### config.mk
export PLATFORM = sky130hd
export DESIGN_NAME = ack_frame_receiver
export DESIGN_NICKNAME = d
export VERILOG_FILES = /design/src/hw/rtl/afr_pkg.sv /design/src/hw/rtl/afr_cfg_regs.sv /design/src/hw/rtl/afr_parser.sv /design/src/hw/rtl/afr_ready.sv /design/src/hw/rtl/ack_frame_receiver.sv
export SDC_FILE = /design/constraint.sdc
export NUM_CORES = 1
export LEC_CHECK = 0
export BUFFER_PORTS_ARGS = -buffer_cell sky130_fd_sc_hd__buf_2
export CAP_MARGIN = 15
export CORE_MARGIN = 4
export CORE_UTILIZATION = 41
export CTS_CLUSTER_SIZE = 25
export DETAILED_ROUTE_END_ITERATION = 8
export HOLD_SLACK_MARGIN = 0.12
export PLACE_DENSITY_LB_ADDON = 0.12
export SLEW_MARGIN = 40
export SYNTH_ARGS = -nofsm -noshare
export SYNTH_HDL_FRONTEND = slang
export SYNTH_SLANG_ARGS = --single-unit
### constraint.sdc
create_clock -name clk -period 7.2 [get_ports clk]
set_input_delay 1.08 -clock clk [delete_from_list [all_inputs] [get_ports clk]]
set_output_delay 1.08 -clock clk [all_outputs]
set_load 0.05 [all_outputs]
### src/hw/rtl/afr_pkg.sv
// ----------------------------------------------------------------------------
// afr_pkg: shared types and constants of the acknowledgement frame receiver
// Frame layout, register indexes, port widths and the structs passed between
// the configuration, parser and readiness blocks.
// ----------------------------------------------------------------------------
package afr_pkg;

	// frame layout: header, payload held for latching, trailing checksum
	localparam int unsigned FRAME_BYTES = 7;
	localparam int unsigned POS_W       = $clog2(FRAME_BYTES);
	localparam int unsigned HOLD_DEPTH  = 4;
	localparam int unsigned HOLD_W      = $clog2(HOLD_DEPTH);

	localparam logic [7:0] HEAD_FIRST  = 8'h5A;
	localparam logic [7:0] HEAD_SECOND = 8'hA5;

	// beat kinds on the input stream
	localparam logic REQ_BYTE = 1'b0;
	localparam logic REQ_TICK = 1'b1;

	// configuration register indexes
	localparam int unsigned CFG_IDX_W = 3;
	localparam int unsigned CFG_DATA_W = 16;
	localparam logic [CFG_IDX_W-1:0] REG_EXPECTED_MISSION = 3'd0;
	localparam logic [CFG_IDX_W-1:0] REG_REQUIRED_BITS    = 3'd1;
	localparam logic [CFG_IDX_W-1:0] REG_FAULT_BITS       = 3'd2;
	localparam logic [CFG_IDX_W-1:0] REG_PRETILT_BIT      = 3'd3;
	localparam logic [CFG_IDX_W-1:0] REG_TIMEOUT_MS       = 3'd4;

	localparam logic [15:0] TIMEOUT_RESET = 16'd120;
	localparam logic [15:0] AGE_MAX       = 16'hFFFF;

	// result beat: 36 bits of fields padded to 40
	localparam int unsigned RES_W = 40;

	typedef struct packed {
		logic [7:0]  expected_mission;
		logic [7:0]  required_bits;
		logic [7:0]  fault_bits;
		logic [7:0]  pretilt_bit;
		logic [15:0] timeout_ms;
	} cfg_t;

	// acknowledgement state after a step
	typedef struct packed {
		logic        have_frame;
		logic [15:0] frame_age;
		logic [7:0]  sequence_b;
		logic [7:0]  status_b;
		logic [7:0]  mission_b;
		logic [7:0]  error_b;
	} ack_state_t;

	typedef struct packed {
		logic frame_accepted;
		logic checksum_error;
	} frame_evt_t;

endpackage

### src/hw/rtl/afr_cfg_regs.sv
// ----------------------------------------------------------------------------
// afr_cfg_regs: configuration registers
// Write-only register file; writes to unknown indexes are dropped.
// ----------------------------------------------------------------------------
module afr_cfg_regs
	import afr_pkg::*;
(
	input  logic                  clk,
	input  logic                  arst_n,
	input  logic                  cfg_we,
	input  logic [CFG_IDX_W-1:0]  cfg_index,
	input  logic [CFG_DATA_W-1:0] cfg_wdata,
	output cfg_t                  cfg
);

	cfg_t cfg_q;

	// register writes
	always_ff @(posedge clk or negedge arst_n) begin
		if (!arst_n) begin
			cfg_q.expected_mission <= '0;
			cfg_q.required_bits    <= '0;
			cfg_q.fault_bits       <= '0;
			cfg_q.pretilt_bit      <= '0;
			cfg_q.timeout_ms       <= TIMEOUT_RESET;
		end else if (cfg_we) begin
			unique case (cfg_index)
				REG_EXPECTED_MISSION: cfg_q.expected_mission <= cfg_wdata[7:0];
				REG_REQUIRED_BITS:    cfg_q.required_bits    <= cfg_wdata[7:0];
				REG_FAULT_BITS:       cfg_q.fault_bits       <= cfg_wdata[7:0];
				REG_PRETILT_BIT:      cfg_q.pretilt_bit      <= cfg_wdata[7:0];
				REG_TIMEOUT_MS:       cfg_q.timeout_ms       <= cfg_wdata[15:0];
				default: ;
			endcase
		end
	end

	assign cfg = cfg_q;

endmodule

### src/hw/rtl/afr_parser.sv
// ----------------------------------------------------------------------------
// afr_parser: frame hunt, checksum and acknowledgement latch
// Holds the parser position, running sum, payload bytes, latched fields and
// frame age; presents the state after the current beat and its pulses.
// ----------------------------------------------------------------------------
module afr_parser
	import afr_pkg::*;
(
	input  logic       clk,
	input  logic       arst_n,
	input  logic       step,
	input  logic       req_type,
	input  logic [7:0] rx_byte,
	output ack_state_t ack_next,
	output frame_evt_t evt
);

	logic [POS_W-1:0] pos_q, pos_d;
	logic [7:0]       sum_q, sum_d;
	logic [7:0]       hold_q [HOLD_DEPTH];
	ack_state_t       ack_q;

	logic [POS_W-1:0] hold_off;
	logic             hold_we;
	logic             is_byte;

	assign is_byte  = (req_type == REQ_BYTE);
	assign hold_off = pos_q - POS_W'(2);

	// next-state logic for one beat
	always_comb begin
		pos_d    = pos_q;
		sum_d    = sum_q;
		ack_next = ack_q;
		evt      = '0;
		hold_we  = 1'b0;
		if (!is_byte) begin
			if (ack_q.frame_age != AGE_MAX)
				ack_next.frame_age = ack_q.frame_age + 16'd1;
		end else if (pos_q == '0) begin
			if (rx_byte == HEAD_FIRST) begin
				sum_d = rx_byte;
				pos_d = POS_W'(1);
			end
		end else if (pos_q == POS_W'(1)) begin
			priority if (rx_byte == HEAD_SECOND) begin
				sum_d = sum_q + rx_byte;
				pos_d = POS_W'(2);
			end else if (rx_byte == HEAD_FIRST) begin
				sum_d = rx_byte;
				pos_d = POS_W'(1);
			end else begin
				pos_d = '0;
			end
		end else if (int'(pos_q) < int'(FRAME_BYTES) - 1) begin
			hold_we = (int'(hold_off) < int'(HOLD_DEPTH));
			sum_d   = sum_q + rx_byte;
			pos_d   = pos_q + POS_W'(1);
		end else begin
			// checksum byte closes the frame
			pos_d = '0;
			if (sum_q != rx_byte) begin
				evt.checksum_error = 1'b1;
			end else begin
				evt.frame_accepted  = 1'b1;
				ack_next.sequence_b = hold_q[0];
				ack_next.status_b   = hold_q[1];
				ack_next.mission_b  = hold_q[2];
				ack_next.error_b    = hold_q[3];
				ack_next.have_frame = 1'b1;
				ack_next.frame_age  = '0;
			end
		end
	end

	// control and latched state
	always_ff @(posedge clk or negedge arst_n) begin
		if (!arst_n) begin
			pos_q <= '0;
			sum_q <= '0;
			ack_q <= '0;
		end else if (step) begin
			pos_q <= pos_d;
			sum_q <= sum_d;
			ack_q <= ack_next;
		end
	end

	// payload bytes, no reset
	always_ff @(posedge clk) begin
		if (step && hold_we)
			hold_q[hold_off[HOLD_W-1:0]] <= rx_byte;
	end

endmodule

### src/hw/rtl/afr_ready.sv
// ----------------------------------------------------------------------------
// afr_ready: readiness flags
// Balance and pre-tilt readiness from the acknowledgement state and config.
// ----------------------------------------------------------------------------
module afr_ready
	import afr_pkg::*;
(
	input  cfg_t       cfg,
	input  ack_state_t ack,
	output logic       balance_ready,
	output logic       pretilt_ready
);

	logic fresh;
	logic mission_ok;
	logic no_fault;
	logic req_ok;

	assign fresh      = ack.have_frame && (ack.frame_age <= cfg.timeout_ms);
	assign mission_ok = (ack.mission_b == cfg.expected_mission);
	assign no_fault   = ((ack.status_b & cfg.fault_bits) == 8'd0);
	assign req_ok     = ((ack.status_b & cfg.required_bits) == cfg.required_bits);

	assign balance_ready = fresh && mission_ok && no_fault && req_ok;
	assign pretilt_ready = balance_ready && ((ack.status_b & cfg.pretilt_bit) != 8'd0);

endmodule

### src/hw/rtl/ack_frame_receiver.sv
// ----------------------------------------------------------------------------
// ack_frame_receiver: acknowledgement frame receiver with readiness flags
// Input beats are UART bytes or 1 ms ticks; every beat yields one result.
// ----------------------------------------------------------------------------
// Each input beat is either a received byte (s_tuser 0) or a millisecond tick
// (s_tuser 1) and produces exactly one result beat. The block takes one beat
// per clock while m_tready stays high: a beat is held in the input register,
// its effect on the parser and latched state is computed from that register,
// and the result is registered in the output register and held until taken.
// Frames are 0x5A 0xA5, four payload bytes and an 8-bit sum of all earlier
// bytes. Readiness and acknowledgement fields show the state after the beat.
// Configuration writes are to be made only while no beat is in flight.
module ack_frame_receiver
	import afr_pkg::*;
(
	input  logic                  clk,
	input  logic                  arst_n,
	// input stream
	input  logic                  s_tvalid,
	output logic                  s_tready,
	input  logic [7:0]            s_tdata,   // [7:0] rx_byte
	input  logic                  s_tuser,   // [0] req_type
	// result stream
	output logic                  m_tvalid,
	input  logic                  m_tready,
	// [0] frame_accepted, [1] checksum_error, [2] balance_ready,
	// [3] pretilt_ready, [11:4] ack_sequence, [19:12] ack_status,
	// [27:20] ack_mission, [35:28] ack_error, [39:36] zero
	output logic [RES_W-1:0]      m_tdata,
	// configuration
	input  logic                  cfg_we,
	input  logic [CFG_IDX_W-1:0]  cfg_index,
	input  logic [CFG_DATA_W-1:0] cfg_wdata
);

	logic             valid_s1;
	logic             type_s1;
	logic [7:0]       byte_s1;
	logic             advance;
	logic             m_valid_q;
	logic [RES_W-1:0] result_q;

	cfg_t             cfg;
	ack_state_t       ack_next;
	frame_evt_t       evt;
	logic             balance_ready;
	logic             pretilt_ready;

	assign advance  = valid_s1 && (!m_valid_q || m_tready);
	assign s_tready = !valid_s1 || advance;

	// input register
	always_ff @(posedge clk or negedge arst_n) begin
		if (!arst_n) begin
			valid_s1 <= 1'b0;
		end else if (s_tready) begin
			valid_s1 <= s_tvalid;
		end
	end

	always_ff @(posedge clk) begin
		if (s_tvalid && s_tready) begin
			type_s1 <= s_tuser;
			byte_s1 <= s_tdata;
		end
	end

	afr_cfg_regs u_cfg (
		.clk       (clk),
		.arst_n    (arst_n),
		.cfg_we    (cfg_we),
		.cfg_index (cfg_index),
		.cfg_wdata (cfg_wdata),
		.cfg       (cfg)
	);

	afr_parser u_parser (
		.clk      (clk),
		.arst_n   (arst_n),
		.step     (advance),
		.req_type (type_s1),
		.rx_byte  (byte_s1),
		.ack_next (ack_next),
		.evt      (evt)
	);

	afr_ready u_ready (
		.cfg           (cfg),
		.ack           (ack_next),
		.balance_ready (balance_ready),
		.pretilt_ready (pretilt_ready)
	);

	// output register
	always_ff @(posedge clk or negedge arst_n) begin
		if (!arst_n) begin
			m_valid_q <= 1'b0;
		end else if (advance) begin
			m_valid_q <= 1'b1;
		end else if (m_tready) begin
			m_valid_q <= 1'b0;
		end
	end

	always_ff @(posedge clk) begin
		if (advance) begin
			result_q <= {4'b0, ack_next.error_b, ack_next.mission_b,
				ack_next.status_b, ack_next.sequence_b, pretilt_ready,
				balance_ready, evt.checksum_error, evt.frame_accepted};
		end
	end

	assign m_tvalid = m_valid_q;
	assign m_tdata  = result_q;

	// a frame ends good or bad, never both
	a_pulse_excl: assert property (@(posedge clk) disable iff (!arst_n)
		m_valid_q |-> !(result_q[0] && result_q[1]))
		else $error("frame_accepted and checksum_error both set");

	// a tick never completes a frame
	a_tick_quiet: assert property (@(posedge clk) disable iff (!arst_n)
		advance && (type_s1 == REQ_TICK) |=> m_valid_q && !result_q[0] && !result_q[1])
		else $error("tick produced a frame pulse");

	// pre-tilt readiness implies balance readiness
	a_pretilt: assert property (@(posedge clk) disable iff (!arst_n)
		m_valid_q && result_q[3] |-> result_q[2])
		else $error("pretilt_ready without balance_ready");

	// a beat held in the input register is not overwritten
	a_s1_hold: assert property (@(posedge clk) disable iff (!arst_n)
		valid_s1 && !advance |=> valid_s1 && $stable(byte_s1) && $stable(type_s1))
		else $error("stalled input beat lost");

endmodule

## After elaboration in Yosys (flattened, before gate mapping)

Memory sizes are Yosys's and may differ from the RTL's.
Index checks and enable logic that the tools add are counted.
Widths: inputs -> output; s select.

- $add $sub $neg: 4
- Order comparisons: 3
- Eq/ne operators: 12
- Muxes and demuxes: 29
- Bitwise logic cells: 4
- Reductions and logical operators: 26

Operator list:

| kind | number |
|---|---|
| $mux 49 | 4 |
| $mux 8 | 5 |
| $mux 16 | 2 |
| $mux 32 | 1 |
| $and 8x8->8 | 3 |
| $add 16x1->16 const B | 1 |
| $eq 8x8->1 | 2 |
| $le 16x16->1 | 1 |
| $ne 16x16->1 const B | 1 |
| $mux 3 | 5 |
| $mux 1 | 12 |
| $reduce_and 2->1 | 5 |
| $add 8x8->8 | 1 |
| $eq 8x7->1 const B | 1 |
| $eq 8x8->1 const B | 1 |
| $logic_and 1x1->1 | 8 |
| $logic_not 8->1 | 1 |
| $ne 8x8->1 | 1 |
| $reduce_bool 8->1 | 1 |
| $eq 3x1->1 const B | 2 |
| $eq 3x2->1 const B | 2 |
| $logic_not 3->1 | 2 |
| $lt 3x3->1 const B | 2 |
| $reduce_and 3->1 | 2 |
| other kinds (10) | 12 |

- Register bits: 155
- Memory bits (writable): 32
- Bits of input ports: 33
- Output and inout bits: 42
- Word-level logic and storage cells: 98
- Memories kept: 1

Memories:

| name | depth | bits a word | read ports | clocked after memory_dff | wr ports | RTL line | source |
|---|---|---|---|---|---|---|---|
| u_parser.hold_q | 4 | 8 | 4 | 0 | 1 | afr_parser.sv:20 | `logic [7:0] hold_q [HOLD_DEPTH];` |

## Longest topological paths before layout

- Depth after elaboration: 12
- Depth in mapped cells: 18
- Depth with buffers taken out: 16

## Cells and area by module

A second synthesis with hierarchy kept.

- Cells, all modules: 806
- Area, all modules: 8874.8 um^2

By module, submodules not included:

| module | times used | cells an instance | area each (um^2) | sequential area each (um^2) |
|---|---|---|---|---|
| afr_parser | 1 | 557 | 4903.5 | 2462.4 |
| afr_cfg_regs | 1 | 105 | 1838.0 | 1206.2 |
| ack_frame_receiver | 1 | 58 | 1488.9 | 1401.3 |
| afr_ready | 1 | 86 | 644.4 | 0.0 |

## Least setup slack after synthesis

OpenSTA, ideal clock, no wires.

- Path type: flip-flop to flip-flop
- Start point: reg u_parser.pos_q[1]
- End point: reg result_q[3], in the netlist m_tdata[3] (data pin)
- Setup time: 140 ps
- Arrival: 3521 ps
- Data required time: 7060 ps
- Path slack: 3539 ps
- Stages on the path, launching flop included: 19
- Buffers on the path: 2
- Clock period less this slack: 3661 ps
- Cells stage by stage: dfrtp_1 inv_1 ha_1 o21ba_2 or3_1 buf_2 nor2_4 clkbuf_1 nor2_1 nand2_1 o21ai_0 ha_1 nand4_1 nor4_1 nor3_1 o31ai_1 o2111ai_1 nor4_4 a21boi_2

RTL lines:

| element | RTL line | source |
|---|---|---|
| start: declaration | afr_parser.sv:18 | `logic [POS_W-1:0] pos_q, pos_d;` |
| start signal: assignment | afr_parser.sv:83 | `pos_q <= pos_d;` |
| end signal: assignment | ack_frame_receiver.sv:107 | `result_q <= {4'b0, ack_next.error_b, ack_next.mission_b,` |
| end: declaration | ack_frame_receiver.sv:41 | `logic [RES_W-1:0] result_q;` |

==> metrics.md <==
| Metric | Value |
|---|---|
| WL per Instance | 18.4 um |
| RePlAce Congestion | 0.848 |
| DRC | 0 |
| # hold bufs at CTS | 0 |
| Sequential power share | 46.1% |
| Clk_skew | 0.0120 ns |
| Routed WL | 20500 um |
| Setup bufs post-CTS | 0 |
| Lkg Pwr | 4.35 nW |
| Commonest non-fill, non-tap cells in the layout | 122 x nand2_1, 106 x dfrtp_1, 77 x edfxtp_1 |
| Layout cells sized above 1 | 24.0% |
| Register-to-Register Path Depth | 14 |
| RSZ-0062 raised after global routing | false |
| Worst slew margin | 47.7% |
| Rows | 53 |
| Async S/R FF share, synth | 58.8% |
| DP HPWL | 14700 um |
| Main synth FF type | dfrtp_1 |
| Routed Antenna Nets | 0 |
| CP required | 7.49 ns |
| Logic pwr share | 21.9% |
| Largest net degree at the start of global routing | 63 |
| Max-cap viol count | 0 |
| PortBufs | 70 |
| TritonCTS Sinks | 187 |
| Minimum clock period | 4.42 ns |
| Pre-Repair DR Iteration Count | 5 |
| Die extent in x | 155 um |
| Status | finished clean |
| CP max stage delay | 0.52 ns |
| Buffers & Inverters on Critical Path | 0 |
| Power Dens Cells | 297 mW/mm^2 |
| Worst Path Arrival | 4.70 ns |
| Critical Path Start | byte_s1[3] |
| Hold depth | 1 |
| DIE AREA | 0.0240 sq mm |
| Worst-margin pin slew | 0.780 ns |
| Synth Instances | 755 |
| Crit share post-route | 61.3% |
| Clk pin slew, worst setup/hold paths | 0.07 ns |
| Commonest non-fill, non-tap cell in the layout | nand2_1 |
| Global-route wire length before repair | 33000 um |
| P&R area growth vs syn | 14.1% |
| Switching pwr | 0.000964 W |
| Via density per instance | 5.36 |
| YS warnings | 0 |
| Syn_area_per_cell | 11.7 sq um |
| Critical hold path startpoint | u_parser.ack_q[48] |
| Clock Latency Late Sink | 0.43 ns |
| GRT Total Usage | 17.6% |
| Worst min-delay path class | flop to flop |
| Worst path slowest cell | edfxtp_1 |
| Top-Level Pins | 75 |
| GRT overflow | 0 |
| Antenna diodes | 0 |
| Final setup vio count | 0 |
| Clock share of power | 32.0% |
| Kind of start point of the critical path | flop |
| Synth cell types | 79 |
| Hold Violations, Final | 0 |
| Mapped cell area | 0.00883 sq mm |
| Worst vdd ir | 0.000160 V |
| Core area | 0.0211 sq mm |
| Antenna violations before repair | 0 |
| Reg2Reg Launch Point | byte_s1[3] |
| CTS H-Tree Depth | 4 |
| FF-to-FF setup slack | 2.78 ns |
| Slew Limit Fails | 0 |
| CTS tree | built |
| Clock tree buffer depth | 2 |
| Final TNS setup | 0 ns |
| Register bit total from synthesis | 187 |
| CP endpoint kind | flop |
| Share of synthesized area occupied by flip-flops and latches | 57.4% |
| Crit path max fanout | 41 |
| Setup Crit Path Kind | flop to flop |
| Pint | 0.00203 W |
| Fillers | 1904 |
| Post-CTS resize count | 0 |
| Hold EP | u_parser.ack_q[48] |
| FF-to-FF End | m_tdata[3] |
| Vias in the first global route | 5876 |
| Iter 0 DRT Violations | 501 |
| CTS root buffer | clkbuf_16 |
| Sw frac | 32.1% |
| CTS Buf Count | 17 |
| Final nets | 889 |
| Smallest hold slack | 0.482 ns |
| Max Freq | 226 MHz |
| Via count | 5961 |
| EDFF count, synth | 77 |
| Die H | 155 um |
| Crit-path cells | ha_1 > nor3_1 > and3_1 > nand2_4 > nand3_1 > o21ai_0 > ha_1 > nand4_1 > nor4_1 > nor3_1 > o31ai_1 > o2111ai_1 > nor4_4 > a21boi_2 |
| Family with the most delay on the worst path | simple AND/OR/NAND/NOR gates |
| Starting Density | 41.9% |
[flip-flops by register name (all words and copies together), names as in the netlist]
signal,cells
byte_s1,8
m_tdata,36
m_tvalid,1
type_s1,1
u_cfg.cfg,48
u_parser.ack_q,49
u_parser.hold_q,32
u_parser.pos_q,3
u_parser.sum_q,8
valid_s1,1
[cell type report]
class | instances | area [sq um] | share of cell area, %
clock inverter | 14 | 166 | 1.65
inverter | 36 | 135 | 1.34
multi-input combinational | 507 | 3510 | 34.8
sequential | 187 | 5070 | 50.3
tap | 275 | 344 | 3.41
clock buffer | 18 | 439 | 4.36
timing repair buffer | 75 | 414 | 4.11
[cells in the mapped netlist (all sizes together) (4+ instances only)]
master	instances	area [sq um]
nor4	6	82.6
o2111ai	4	41.3
or3	7	43.8
dfrtp	106	2650
inv	35	131
xnor2	7	61.3
xor2	7	61.3
o21ai	53	265
edfxtp	77	2310
nand2	124	473
a21oi	22	110
a31oi	7	43.8
o31ai	9	81.3
dfstp	4	105
nand2b	7	43.8
nor3	10	61.3
nor2b	8	50.1
buf	12	82.6
mux2i	7	82.6
or2	6	37.5
nor2	27	109
clkbuf	16	60.1
nand4	10	62.6
and3	8	50.1
nand3	31	160
ha	31	388
mux2	66	751
[routing by layer]
layer,track usage (%),part of all wire (%),up-vias
li1,-,-,2853
met1,25.7,49,2931
met2,27.5,46,164
met3,3.16,4.6,13
met4,3.83,0.72,0
met5,0,0,-
[cell families after synthesis]
logic type | synth area share (%)
multiplexers | 9.43
other | 0.0425
buffers and inverters | 3.14
adder cells (fa/ha/maj) | 4.62
AND/OR/NAND/NOR | 14.4
AO/OA/AOI/OAI | 9.61
XOR/XNOR | 1.39
flip-flops | 57.4
[power by group through the flow]
| stage | Combinational (W) | Sequential (W) | Clock, W |
|---|---|---|---|
| 2_1_floorplan | 0.000455 | 0.00142 | 0 |
| 5_1_grt | 0.000731 | 0.00140 | 0.00103 |
| 4_1_cts | 0.000658 | 0.00138 | 0.000983 |
| 3_5_place_dp | 0.000655 | 0.00140 | 0 |
| 6_report | 0.000655 | 0.00138 | 0.000961 |
| 3_3_place_gp | 0.000635 | 0.00140 | 0 |
[stage by stage]
step | instances | total power (W) | setup slack (ns) | cell area [sq um] | util, %
2_1_floorplan | 758 | 0.00187 | 3.54 | 8840 | -
3_3_place_gp | 1079 | 0.00203 | 2.76 | 9430 | 44.7
3_5_place_dp | 1080 | 0.00206 | 2.83 | 9460 | 44.9
4_1_cts | 1112 | 0.00302 | 2.79 | 10100 | 47.7
5_1_grt | 1112 | 0.00316 | 2.50 | 10100 | 47.8
6_report | 1112 | 0.00300 | 2.78 | 10100 | 47.8
[worst register-to-register path: stages (launching register included)]
cell and delay (ns):
edfxtp_1 0.52, ha_1 0.40, nor3_1 0.32, and3_1 0.48
nand2_4 0.42, nand3_1 0.25, o21ai_0 0.19, ha_1 0.36
nand4_1 0.12, nor4_1 0.31, nor3_1 0.08, o31ai_1 0.09
o2111ai_1 0.21, nor4_4 0.34, a21boi_2 0.19
[how the worst max path moves through the flow]
stage,cells after the start,to,slack (ns)
6_report,14,m_tdata[3],2.78
5_1_grt,14,m_tdata[3],2.50
4_1_cts,14,m_tdata[3],2.79
3_5_place_dp,14,m_tdata[3],2.83
3_3_place_gp,15,m_tdata[3],2.76
2_1_floorplan,18,m_tdata[3],3.54
No activity file was read; power rests on OpenSTA's default activity.
